`src/rtl/efpc_pkg.sv`:
```
// efpc_pkg: shared constants and types of the fixed-point exp unit.
// Used by efpc_schr, efpc_poly and exp_fixed_poly_correction_unit; no dependencies.
package efpc_pkg;

	// argument, result and mantissa-slice widths
	localparam int XW = 24;
	localparam int IW = 31;
	localparam int MW = 16;

	// saturation bounds of the Q7.16 argument: -87.0 and +88.0
	localparam logic signed [XW-1:0] X_MIN = -24'sd5701632;
	localparam logic signed [XW-1:0] X_MAX = 24'sd5767168;

	// Schraudolph scale and exponent bias (127 << 23)
	localparam logic [23:0] EXP_SCALE = 24'd12102203;
	localparam logic [31:0] EXP_BIAS  = 32'd1065353216;
	localparam logic [15:0] TRUNC_RND = 16'hFFFF;

	// quartic correction coefficients
	localparam logic [11:0] Q_C0 = 12'd3537;
	localparam logic [14:0] Q_C1 = 15'd13668;
	localparam logic [14:0] Q_C2 = 15'd15817;
	localparam logic signed [23:0] Q_C3 = 24'sd80470;

	// cubic correction coefficients
	localparam logic [11:0] C_C0 = 12'd1277;
	localparam logic [14:0] C_C1 = 15'd14825;
	localparam logic signed [17:0] C_C2 = 18'sd79749;
	localparam logic signed [23:0] C_C3 = 24'sd626;

	// word between the integer stage and the correction stage
	typedef struct packed {
		logic [IW-1:0] ival;
		logic          quartic;
	} efpc_word_t;

endpackage

```
`src/rtl/efpc_schr.sv`:
```
// efpc_schr: three-stage Schraudolph integer path (clamp, scale, truncate plus bias).
// Depends on efpc_pkg.
module efpc_schr
	import efpc_pkg::*;
(
	input  logic                 clk,
	input  logic                 arst_n,
	input  logic                 in_valid,
	output logic                 in_ready,
	input  logic signed [XW-1:0] in_x,
	input  logic                 in_quartic,
	output logic                 out_valid,
	input  logic                 out_ready,
	output efpc_word_t           out_word
);

	logic                 v_s1, v_s2, v_s3;
	logic                 en1, en2, en3;
	logic signed [XW-1:0] x_s1;
	logic                 mode_s1, mode_s2;
	logic signed [48:0]   prod_s2;
	efpc_word_t           word_s3;

	logic signed [XW-1:0] x_clamp;
	logic signed [48:0]   prod_d;
	logic signed [48:0]   prod_rnd;
	logic signed [48:0]   q_full;
	logic signed [31:0]   i_sum;

	assign en3      = !v_s3 || out_ready;
	assign en2      = !v_s2 || en3;
	assign en1      = !v_s1 || en2;
	assign in_ready = en1;

	always_comb begin
		x_clamp = in_x;
		if (in_x < X_MIN) begin
			x_clamp = X_MIN;
		end
		if (in_x > X_MAX) begin
			x_clamp = X_MAX;
		end
	end

	assign prod_d = 49'(x_s1) * $signed({25'd0, EXP_SCALE});

	// truncate toward zero: bias negative products up before the floor shift
	assign prod_rnd = prod_s2 + (prod_s2[48] ? $signed({33'd0, TRUNC_RND}) : 49'sd0);
	assign q_full   = prod_rnd >>> 16;
	assign i_sum    = q_full[31:0] + $signed(EXP_BIAS);

	always_ff @(posedge clk or negedge arst_n) begin
		if (!arst_n) begin
			v_s1 <= 1'b0;
			v_s2 <= 1'b0;
			v_s3 <= 1'b0;
		end else begin
			if (en1) v_s1 <= in_valid;
			if (en2) v_s2 <= v_s1;
			if (en3) v_s3 <= v_s2;
		end
	end

	always_ff @(posedge clk) begin
		if (en1) begin
			x_s1    <= x_clamp;
			mode_s1 <= in_quartic;
		end
		if (en2) begin
			prod_s2 <= prod_d;
			mode_s2 <= mode_s1;
		end
		if (en3) begin
			word_s3.ival    <= i_sum[IW-1:0];
			word_s3.quartic <= mode_s2;
		end
	end

	assign out_valid = v_s3;
	assign out_word  = word_s3;

endmodule

```
`src/rtl/efpc_poly.sv`:
```
// efpc_poly: five-stage polynomial correction on 16 mantissa bits and final add.
// Depends on efpc_pkg; a multiplier per stage but the add; all but stage 4's (quartic only) are shared.
module efpc_poly
	import efpc_pkg::*;
(
	input  logic          clk,
	input  logic          arst_n,
	input  logic          in_valid,
	output logic          in_ready,
	input  efpc_word_t    in_word,
	output logic          out_valid,
	input  logic          out_ready,
	output logic [IW-1:0] out_exp
);

	logic v_s1, v_s2, v_s3, v_s4, v_s5;
	logic en1, en2, en3, en4, en5;

	logic [IW-1:0] i_s1, i_s2, i_s3, i_s4;
	logic [MW-1:0] m_s1, m_s2, m_s3;
	logic          mode_s1, mode_s2, mode_s3;
	logic [14:0]          t1_s1;
	logic signed [17:0]   t2_s2;
	logic signed [23:0]   t3_s3;
	logic signed [23:0]   corr_s4;
	logic [IW-1:0]        exp_s5;

	logic [MW-1:0]      m_in;
	logic [11:0]        coef_a;
	logic [27:0]        a_prod;
	logic [27:0]        a_shift;
	logic [14:0]        t1_d;
	logic [30:0]        b_prod;
	logic [14:0]        b_quart;
	logic signed [17:0] t2_d;
	logic signed [34:0] c_prod;
	logic signed [34:0] c_sh14;
	logic signed [34:0] c_sh11;
	logic signed [23:0] t3_d;
	logic signed [40:0] d_prod;
	logic signed [40:0] d_sh11;
	logic signed [23:0] corr_d;
	logic signed [31:0] exp_sum;

	assign en5      = !v_s5 || out_ready;
	assign en4      = !v_s4 || en5;
	assign en3      = !v_s3 || en4;
	assign en2      = !v_s2 || en3;
	assign en1      = !v_s1 || en2;
	assign in_ready = en1;

	// stage 1: leading coefficient times m
	assign m_in    = in_word.ival[22:7];
	assign coef_a  = in_word.quartic ? Q_C0 : C_C0;
	assign a_prod  = {16'd0, coef_a} * {12'd0, m_in};
	assign a_shift = in_word.quartic ? (a_prod >> 16) : (a_prod >> 14);
	assign t1_d    = a_shift[14:0] + (in_word.quartic ? Q_C1 : C_C1);

	// stage 2
	assign b_prod  = {16'd0, t1_s1} * {15'd0, m_s1};
	assign b_quart = b_prod[30:18] + Q_C2;
	assign t2_d    = mode_s1 ? $signed({3'd0, b_quart})
	                         : $signed({1'b0, b_prod[30:14]}) - C_C2;

	// stage 3
	assign c_prod = 35'(t2_s2) * $signed({19'd0, m_s2});
	assign c_sh14 = c_prod >>> 14;
	assign c_sh11 = c_prod >>> 11;
	assign t3_d   = mode_s2 ? (c_sh14[23:0] - Q_C3) : (c_sh11[23:0] - C_C3);

	// stage 4: quartic needs one more product; cubic is already done
	assign d_prod = 41'(t3_s3) * $signed({25'd0, m_s3});
	assign d_sh11 = d_prod >>> 11;
	assign corr_d = mode_s3 ? d_sh11[23:0] : t3_s3;

	// stage 5: add correction to the integer
	assign exp_sum = $signed({1'b0, i_s4}) + 32'(corr_s4);

	always_ff @(posedge clk or negedge arst_n) begin
		if (!arst_n) begin
			v_s1 <= 1'b0;
			v_s2 <= 1'b0;
			v_s3 <= 1'b0;
			v_s4 <= 1'b0;
			v_s5 <= 1'b0;
		end else begin
			if (en1) v_s1 <= in_valid;
			if (en2) v_s2 <= v_s1;
			if (en3) v_s3 <= v_s2;
			if (en4) v_s4 <= v_s3;
			if (en5) v_s5 <= v_s4;
		end
	end

	always_ff @(posedge clk) begin
		if (en1) begin
			t1_s1   <= t1_d;
			i_s1    <= in_word.ival;
			m_s1    <= m_in;
			mode_s1 <= in_word.quartic;
		end
		if (en2) begin
			t2_s2   <= t2_d;
			i_s2    <= i_s1;
			m_s2    <= m_s1;
			mode_s2 <= mode_s1;
		end
		if (en3) begin
			t3_s3   <= t3_d;
			i_s3    <= i_s2;
			m_s3    <= m_s2;
			mode_s3 <= mode_s2;
		end
		if (en4) begin
			corr_s4 <= corr_d;
			i_s4    <= i_s3;
		end
		if (en5) begin
			exp_s5 <= exp_sum[IW-1:0];
		end
	end

	assign out_valid = v_s5;
	assign out_exp   = exp_s5;

endmodule

```
`src/rtl/exp_fixed_poly_correction_unit.sv`:
```
// exp_fixed_poly_correction_unit: top level of the fixed-point e^x unit.
// Depends on efpc_pkg, efpc_schr and efpc_poly.
//
// Usage:
//   Drive a signed Q7.16 argument on s_axis_tdata; each accepted word yields
//   one word on m_axis_tdata holding the single-precision bit pattern of an
//   approximation of e^x (sign bit always zero, carried as a zero pad bit).
//   Arguments below -87.0 or above 88.0 saturate to those bounds.
//   The approximation is the Schraudolph integer trunc(x * 12102203 / 2^16)
//   plus 127 << 23, refined by an integer polynomial in 16 mantissa bits.
//   cfg_wr_en / cfg_wr_data write quartic_mode (1 = quartic, 0 = cubic
//   correction); write it only while no word is in flight. Reset selects
//   quartic. The mode is sampled with each word and travels with it.
// Timing:
//   Eight register stages: 3 form the integer (clamp, 24x25 product,
//   truncate plus bias) and 5 apply the correction, one multiplier per
//   stage, then the final add. m_axis_tvalid is the registered valid bit
//   of that final add stage. Throughput is one word per cycle while
//   m_axis_tready stays high. Each stage holds its word while the
//   stage behind it is full and stalled, so a stalled receiver fills the
//   pipeline's bubbles first and only then drops s_axis_tready.
//   Reset clears every valid bit and empties the pipeline at once.
module exp_fixed_poly_correction_unit
	import efpc_pkg::*;
(
	input  logic        clk,
	input  logic        arst_n,
	input  logic        cfg_wr_en,
	input  logic        cfg_wr_data,    // quartic_mode
	input  logic        s_axis_tvalid,
	output logic        s_axis_tready,
	input  logic [23:0] s_axis_tdata,   // [23:0] x_fixed
	output logic        m_axis_tvalid,
	input  logic        m_axis_tready,
	output logic [31:0] m_axis_tdata    // [30:0] exp_bits, [31] zero pad
);

	logic          quartic_mode_q;
	logic          mid_valid;
	logic          mid_ready;
	efpc_word_t    mid_word;
	logic [IW-1:0] exp_bits;

	// hold the mode register; to be written only while idle, which the block does not enforce
	always_ff @(posedge clk or negedge arst_n) begin
		if (!arst_n) begin
			quartic_mode_q <= 1'b1;
		end else if (cfg_wr_en) begin
			quartic_mode_q <= cfg_wr_data;
		end
	end

	efpc_schr u_schr (
		.clk        (clk),
		.arst_n     (arst_n),
		.in_valid   (s_axis_tvalid),
		.in_ready   (s_axis_tready),
		.in_x       ($signed(s_axis_tdata)),
		.in_quartic (quartic_mode_q),
		.out_valid  (mid_valid),
		.out_ready  (mid_ready),
		.out_word   (mid_word)
	);

	efpc_poly u_poly (
		.clk       (clk),
		.arst_n    (arst_n),
		.in_valid  (mid_valid),
		.in_ready  (mid_ready),
		.in_word   (mid_word),
		.out_valid (m_axis_tvalid),
		.out_ready (m_axis_tready),
		.out_exp   (exp_bits)
	);

	assign m_axis_tdata = {1'b0, exp_bits};

endmodule

```
`config.mk`:
```
export PLATFORM = sky130hd
export DESIGN_NAME = exp_fixed_poly_correction_unit
export DESIGN_NICKNAME = d
export VERILOG_FILES = /design/src/rtl/efpc_pkg.sv /design/src/rtl/efpc_schr.sv /design/src/rtl/efpc_poly.sv /design/src/rtl/exp_fixed_poly_correction_unit.sv
export SDC_FILE = /design/constraint.sdc
export NUM_CORES = 2
export LEC_CHECK = 0
export BUFFER_PORTS_ARGS = -buffer_cell sky130_fd_sc_hd__buf_2
export CORE_MARGIN = 4
export CORE_UTILIZATION = 30
export DETAILED_ROUTE_END_ITERATION = 8
export PLACE_DENSITY_LB_ADDON = 0.2
export SKIP_LAST_GASP = 1
export SYNTH_ARGS = -nofsm -noshare
export SYNTH_HDL_FRONTEND = slang
export SYNTH_SLANG_ARGS = --single-unit
```
`constraint.sdc`:
```
create_clock -name clk -period 21.4 [get_ports clk]
set_clock_uncertainty 0.05 [all_clocks]
set_input_delay 4.28 -clock clk [delete_from_list [all_inputs] [get_ports clk]]
set_output_delay 4.28 -clock clk [all_outputs]
set_load 0.02 [all_outputs]
```
Yosys cells after proc, flatten, opt, wreduce, memory -nomap -nowiden. Cells that the tools add are included.

Register bits: 403. Latch bits: 0. RAM bits: 0. Memory bits (read-only): 0. Bits of input ports: 30. Output and inout bits: 34. Memories kept: 0.

$add $sub $neg: 8. $mul: 5. Divide/modulo/power cells: 0. Magnitude comparators: 2. Eq/ne operators: 0. Shift-type cells: 0. Muxes and demuxes: 8. Bitwise logic cells: 0. Reductions and logical operators: 17.

Operator list (count): 24-bit two-way mux (3); 24-bit by 25-bit multiplier with 49-bit output, second input constant (1); 47-bit adder (1); 18-bit by 17-bit multiplier with 35-bit output (1); 24-bit by 17-bit multiplier with 35-bit output (1); 31-bit by 24-bit adder with 31-bit output (1); 31-bit by 30-bit adder with 31-bit output, second input constant (1); 15-bit by 16-bit multiplier with 31-bit output (1); 12-bit by 16-bit multiplier with 28-bit output (1); 24-bit greater-than comparator, second input constant (1); 24-bit < comparator, second input constant (1); 12-bit two-way mux (2); 24-bit by 10-bit subtractor with 24-bit output, second input constant (1); 21-bit by 18-bit subtractor with 22-bit output, second input constant (1); 17-bit by 17-bit subtractor with 18-bit output, second input constant (1); 16-bit two-way mux (1); 13-bit by 14-bit adder with 15-bit output, second input constant (1); 15-bit adder (1); 15-bit two-way mux (1); 14-bit two-way mux (1); 1-bit logical NOT (8); 1-bit logical OR (8); 2-bit OR reduction (1).

Logic depth before layout (Yosys ltp).
Word-level depth: 9. Gate-level depth with buffers: 31. Mapped depth without buffers: 30.

By module. Synthesis repeated with hierarchy kept, for this count alone.

Cells, all modules: 6244. Area, all modules: 62174.6 µm².

By module, submodules not included: efpc_poly (times used 1, cells each 4747, area an instance 46427.0 µm², seq. area each 7302.0 µm²); efpc_schr (times used 1, cells each 1493, area an instance 15695.1 µm², seq. area each 3258.1 µm²); exp_fixed_poly_correction_unit (times used 1, cells each 4, area an instance 52.6 µm², seq. area each 26.3 µm²).

Least setup slack after synthesis. No wires, ideal clock.

Path type: input port to output port. From: input port m_axis_tready. To: output port s_axis_tready. Arrival time: 8347 ps. Required time: 17070 ps. Path slack: 8723 ps. Stages: 6. Path through: nor2b_1 > nand3_1 > nor2_1 > nand3_1 > inv_1 > nand3_1.

Word-level cells in the longest chain between the ends: 8.

Ends and longest elaborated chain: from (decl) (RTL line exp_fixed_poly_correction_unit.sv:34) `input logic m_axis_tready,`; 1-bit logical OR (RTL line efpc_poly.sv:45) `assign en5 = !v_s5 || out_ready;`; 1-bit logical OR (RTL line efpc_poly.sv:46) `assign en4 = !v_s4 || en5;`; 1-bit logical OR (RTL line efpc_poly.sv:47) `assign en3 = !v_s3 || en4;`; net u_poly.en3 (RTL line efpc_poly.sv:17) `logic en1, en2, en3, en4, en5;`; 1-bit logical OR (RTL line efpc_poly.sv:48) `assign en2 = !v_s2 || en3;`; 1-bit logical OR (RTL line efpc_poly.sv:49) `assign en1 = !v_s1 || en2;`; 1-bit logical OR (RTL line efpc_schr.sv:30) `assign en3 = !v_s3 || out_ready;`; net u_schr.en3 (RTL line efpc_schr.sv:18) `logic en1, en2, en3;`; 1-bit logical OR (RTL line efpc_schr.sv:31) `assign en2 = !v_s2 || en3;`; 1-bit logical OR (RTL line efpc_schr.sv:32) `assign en1 = !v_s1 || en2;`; to (decl) (RTL line exp_fixed_poly_correction_unit.sv:31) `output logic s_axis_tready,`.

The timed path passes the listed nets, and every way through them passes these cells.

Worst setup path after layout. Ends and elaborated chain as after synthesis.

==> impl.org <==
** Drt
- Wires add up to 158000 um.
- Detailed-route DRC error count :: 0
- Wire segments on met3 add up to ~4100 um in the final route.
- Uppermost metal layer occupied by signal nets :: met5
- In the final routed layout, each cell accounts on average for 17.9 um.
- Detailed routing inserted a total of between 40000 and 50000 vias.
- In this run the remaining antenna-violating nets after routing total 0.
- Drt initial violations :: around 2000
- Number of search-and-repair iterations in the first detailed-routing pass :: 5
- In the detailed route, the total length drawn on met2 is about 77000 um.
- In the routed layout, each cell is associated on average with a via count of ~4.6.
- Met1 Wirelength :: around 74000 um

** Global routing
- The initial antenna violation count came to 4.
- Total grt overflow :: 0
- Entering global routing, the biggest net connects a little under 60 pins.
- The first global-routing pass estimated about 260000 um of wire.
- Total global routing track utilization :: approximately 15%
- Number of global-route vias before repair :: 44000

** Floorplanning
- 64 I/O pins were placed.
- Starting density of the core :: roughly 30%
- In this run the core area contains 166 standard-cell rows.
- Die area :: between 200000 and 250000 um2
- Width of the die :: between 400 and 500 um
- Vertical extent of the die :: ~460 um
- Core area :: approximately 200000 um2

** STA
- Total Neg Setup Slack :: 0 ns
- Hold violation total from the final report :: 0
- The worst pin sits at a relative slew slack of around 27%.
- For the pin with the worst max-slew slack, the measured transition is between 1 and 1.5 ns.
- Fmax :: about 85 MHz
- Setup slack on the critical path of the routed design comes to 9.68 ns.
- Setup violations remaining at the end of the flow were counted as 0.
- The final max-slew violation count came to 0.
- Setup repair after global routing left no endpoint under its margin.
- Counting I/O delays and the setup requirement, the final critical path takes around 12 ns.
- Crit share post-route :: about 55%

** CTS
- Level count of the clock H-tree :: 2
- Clock tree synthesis selected as its root buffer the cell clkbuf_16.
- Clock-pin slew was measured on the worst setup and hold paths at ~0.070 ns.
- In this run the post-CTS setup repair buffer count came out at 0.
- Largest buffer count on any clock path :: 3
- Once the clock tree was built, the resizer swapped 0 gates to a different size.
- At the later pin of the worst-skew pair, clock insertion delay measures around 0.6 ns.
- Hold repair after CTS inserted 0 buffers.
- TritonCTS built the clock tree.
- The number of clock buffers added by TritonCTS is 44.
- Clock sinks :: ~350

** Synth
- After synthesis the cells add up to between 60000 and 70000 um2.
- The synthesized netlist devotes 6.52% of its cell area to compound gates.
- Top_reg_cell synth :: edfxtp_1
- Async set-reset flop share out of synthesis :: 2.54%
- When the netlist entered floorplanning its net count stood at roughly 8000.
- Summing the areas of all and, or, nand and nor instances in the mapped netlist gives 12.4% of the synthesized area.
- EDFF count, synth :: ~350
- Arithmetic-cell share of the synthesized area counting full adders, half adders and majority gates :: between 50% and 60%
- After synthesis, the largest family of logic cells by area is adder cells.
- Mean instance size in the synthesized netlist :: between 10 and 15 um2
- Number of register bits inferred by synthesis :: roughly 350
- Multiplexer fraction of the synthesized cell area :: less than 1%
- The Yosys step of the flow raised 0 warnings.
- Synthesis instantiated ~100 different standard cells from the library.
- Synthesis produced a netlist whose cell count is between 6000 and 7000.
- The share of the Yosys chip area taken by registers is between 10% and 20%.
- Of the total synthesized cell area, the portion taken by XOR and XNOR cells is under 10%.

** Worst setup path
- For flop-to-flop paths, the worst setup slack is about 13 ns.
- Reg2Reg Launch Point :: u_poly.t2_s2[10]$_DFFE_PP_
- At the worst endpoint, the arrival time is about 7.4 ns.
- STA classifies the critical path endpoint as an output port.
- Tracing the worst setup path back leads to its startpoint at m_axis_tready.
- Critical Path Start Type :: primary input
- Data on the critical path is required at its endpoint by approximately 17 ns.
- The worst setup path is of the primary input to output port kind.
- CP Max Fanout :: a little under 60

** Place
- Placed cell area :: 65200 um2
- Buffers placed on the I/O ports in this run total 62.
- HPWL reported at the end of detailed placement :: roughly 130000 um
- At the end of routability-driven placement, the weighted congestion stood at between 0.8 and 0.9.
- Timing analysis after detailed placement gives a worst setup slack of approximately 9.6 ns.

** Final layout
- Of the cells placed in the final design, the portion with a size suffix greater than 1 is 4.44%.
- The finished cells cover between 60000 and 70000 um2.
- Syn-to-layout area delta :: 7.80%
- Final Net Count :: 7965
- The layout has roughly 21000 filler cells.

** Job
- Maximum capacitance violations :: 0

** Outcome
- The run finished with clean final reports.

** Worst hold path
- Launch instance of the worst min-delay path :: u_schr.out_word[2]$_DFFE_PP_
- Type of the worst min-delay path :: flip-flop to flip-flop
==> routing by layer <==
metal	GRT usage, %	up-vias
met3	1.14	116
met2	26.1	497
met5	0	-
li1	-	19100
met4	2.58	2
met1	21.4	21200
==> cells by family (layout without fill, tap and decap cells) <==
family / count (synthesis) / in the layout
adders and majority gates: 1801 / 1801
buffers and inverters: 1610 / 1625
and+or+nand+nor: 1525 / 1525
AOI/OAI and AO/OA: 579 / 579
DFF: 354 / 354
xor gates and xnor gates: 245 / 245
muxes: 38 / 38
other: 1 / 2
==> cell type report <==
type | instances | area, um2 | area share, %
clock buffers | 57 | 1200 | 1.80
multi-input cells | 4189 | 45300 | 67.9
well taps | 2688 | 3360 | 5.04
inverters | 1439 | 5400 | 8.10
flip-flops and latches | 354 | 10600 | 15.9
diodes | 1 | 2.50 | 0.00375
repair buffers | 106 | 641 | 0.961
clock inverters | 23 | 245 | 0.368
==> layout by cell type, fill, tap and decap left out, types with 8 or more instances in the layout <==
master,netlist,final
a211oi_1,16,16
nand2_1,602,599
mux2i_1,12,12
nor4_1,15,15
clkbuf_16,0,44
buf_2,6,62
and4_1,12,12
nor2_1,143,143
and2_1,460,460
ha_1,679,679
edfxtp_1,345,345
o31ai_1,16,16
o211ai_1,10,10
clkbuf_1,158,8
o21bai_1,15,15
mux2_2,26,26
nand3_1,54,52
a21oi_1,149,149
o21a_1,34,34
or3_1,20,20
nor2b_1,29,29
inv_1,1438,1436
nand2b_1,31,31
xor2_1,76,76
a31oi_1,24,24
buf_4,1,44
nor3_1,56,56
a21o_1,86,86
or2_2,16,16
a31o_2,10,10
dfrtp_1,8,8
nand4_1,16,16
fa_1,1122,1122
xnor2_1,167,167
o21ai_0,87,87
and3_1,36,36
==> state kept, by name, indices dropped and copies added, names as in the netlist, 15 cells and up <==
register         cells
u_poly.corr_s4      24
u_poly.i_s1         16
u_poly.i_s2         16
u_poly.i_s3         16
u_poly.i_s4         31
u_poly.m_s1         15
u_poly.m_s2         15
u_poly.m_s3         15
u_poly.out_exp      31
u_poly.t1_s1        15
u_poly.t2_s2        18
u_poly.t3_s3        24
u_schr.out_word     32
u_schr.prod_s2      48
u_schr.x_s1         24
==> stage by stage <==
step | instances | hold slack (ns) | utilization [%]
2_1_floorplan | 6153 | 0.350 | -
3_3_place_gp | 8776 | 0.351 | 31.9
3_5_place_dp | 8776 | 0.355 | 31.9
4_1_cts | 8856 | 0.361 | 32.6
5_1_grt | 8856 | 0.374 | 32.6
6_report | 8857 | 0.361 | 32.6
==> Yosys cell counts (7+ instances only) <==
cell         n  area share [%]
inv_1     1438             8.7
fa_1      1122              36
ha_1       679              14
nand2_1    602             3.7
and2_1     460             4.7
edfxtp_1   345              17
xnor2_1    167             2.4
clkbuf_1   158            0.96
a21oi_1    149             1.2
nor2_1     143            0.87
o21ai_0     87            0.70
a21o_1      86             1.0
xor2_1      76             1.1
nor3_1      56            0.45
nand3_1     54            0.44
and3_1      36            0.36
o21a_1      34            0.41
nand2b_1    31            0.31
nor2b_1     29            0.29
mux2_2      26            0.47
a31oi_1     24            0.24
or3_1       20            0.20
a211oi_1    16            0.19
nand4_1     16            0.16
o31ai_1     16            0.19
or2_2       16            0.16
nor4_1      15            0.15
o21bai_1    15            0.18
and4_1      12            0.17
mux2i_1     12            0.19
a31o_2      10            0.14
o211ai_1    10            0.12
dfrtp_1      8            0.32
a21boi_0     7           0.085
o22ai_1      7           0.071
o31a_1       7           0.099
==> path summary, 6_finish.rpt <==
check                                             end  depth (start not counted)
setup / recovery                        s_axis_tready                         10
hold / removal               u_poly.i_s1[1]$_DFFE_PP_                          0
setup reg to reg           u_poly.t3_s3[23]$_DFFE_PP_                         26
hold reg to reg              u_poly.i_s1[1]$_DFFE_PP_                          0
max in group asynchronous  quartic_mode_q$_DFFE_PN1P_                          1
min in group asynchronous     u_schr.v_s1$_DFFE_PN0P_                          1
==> worst max-delay path: stages <==
cell	delay, ns
buf_2	0.12
nor2b_1	0.44
nand3_4	0.75
nor2_1	0.60
nand3_2	0.12
buf_4	0.28
inv_1	0.15
nand3_1	0.10
buf_4	0.25
buf_2	0.20
Power is not shown: default switching activity piles up to over one toggle a cycle in this logic, so the estimate is an artifact.
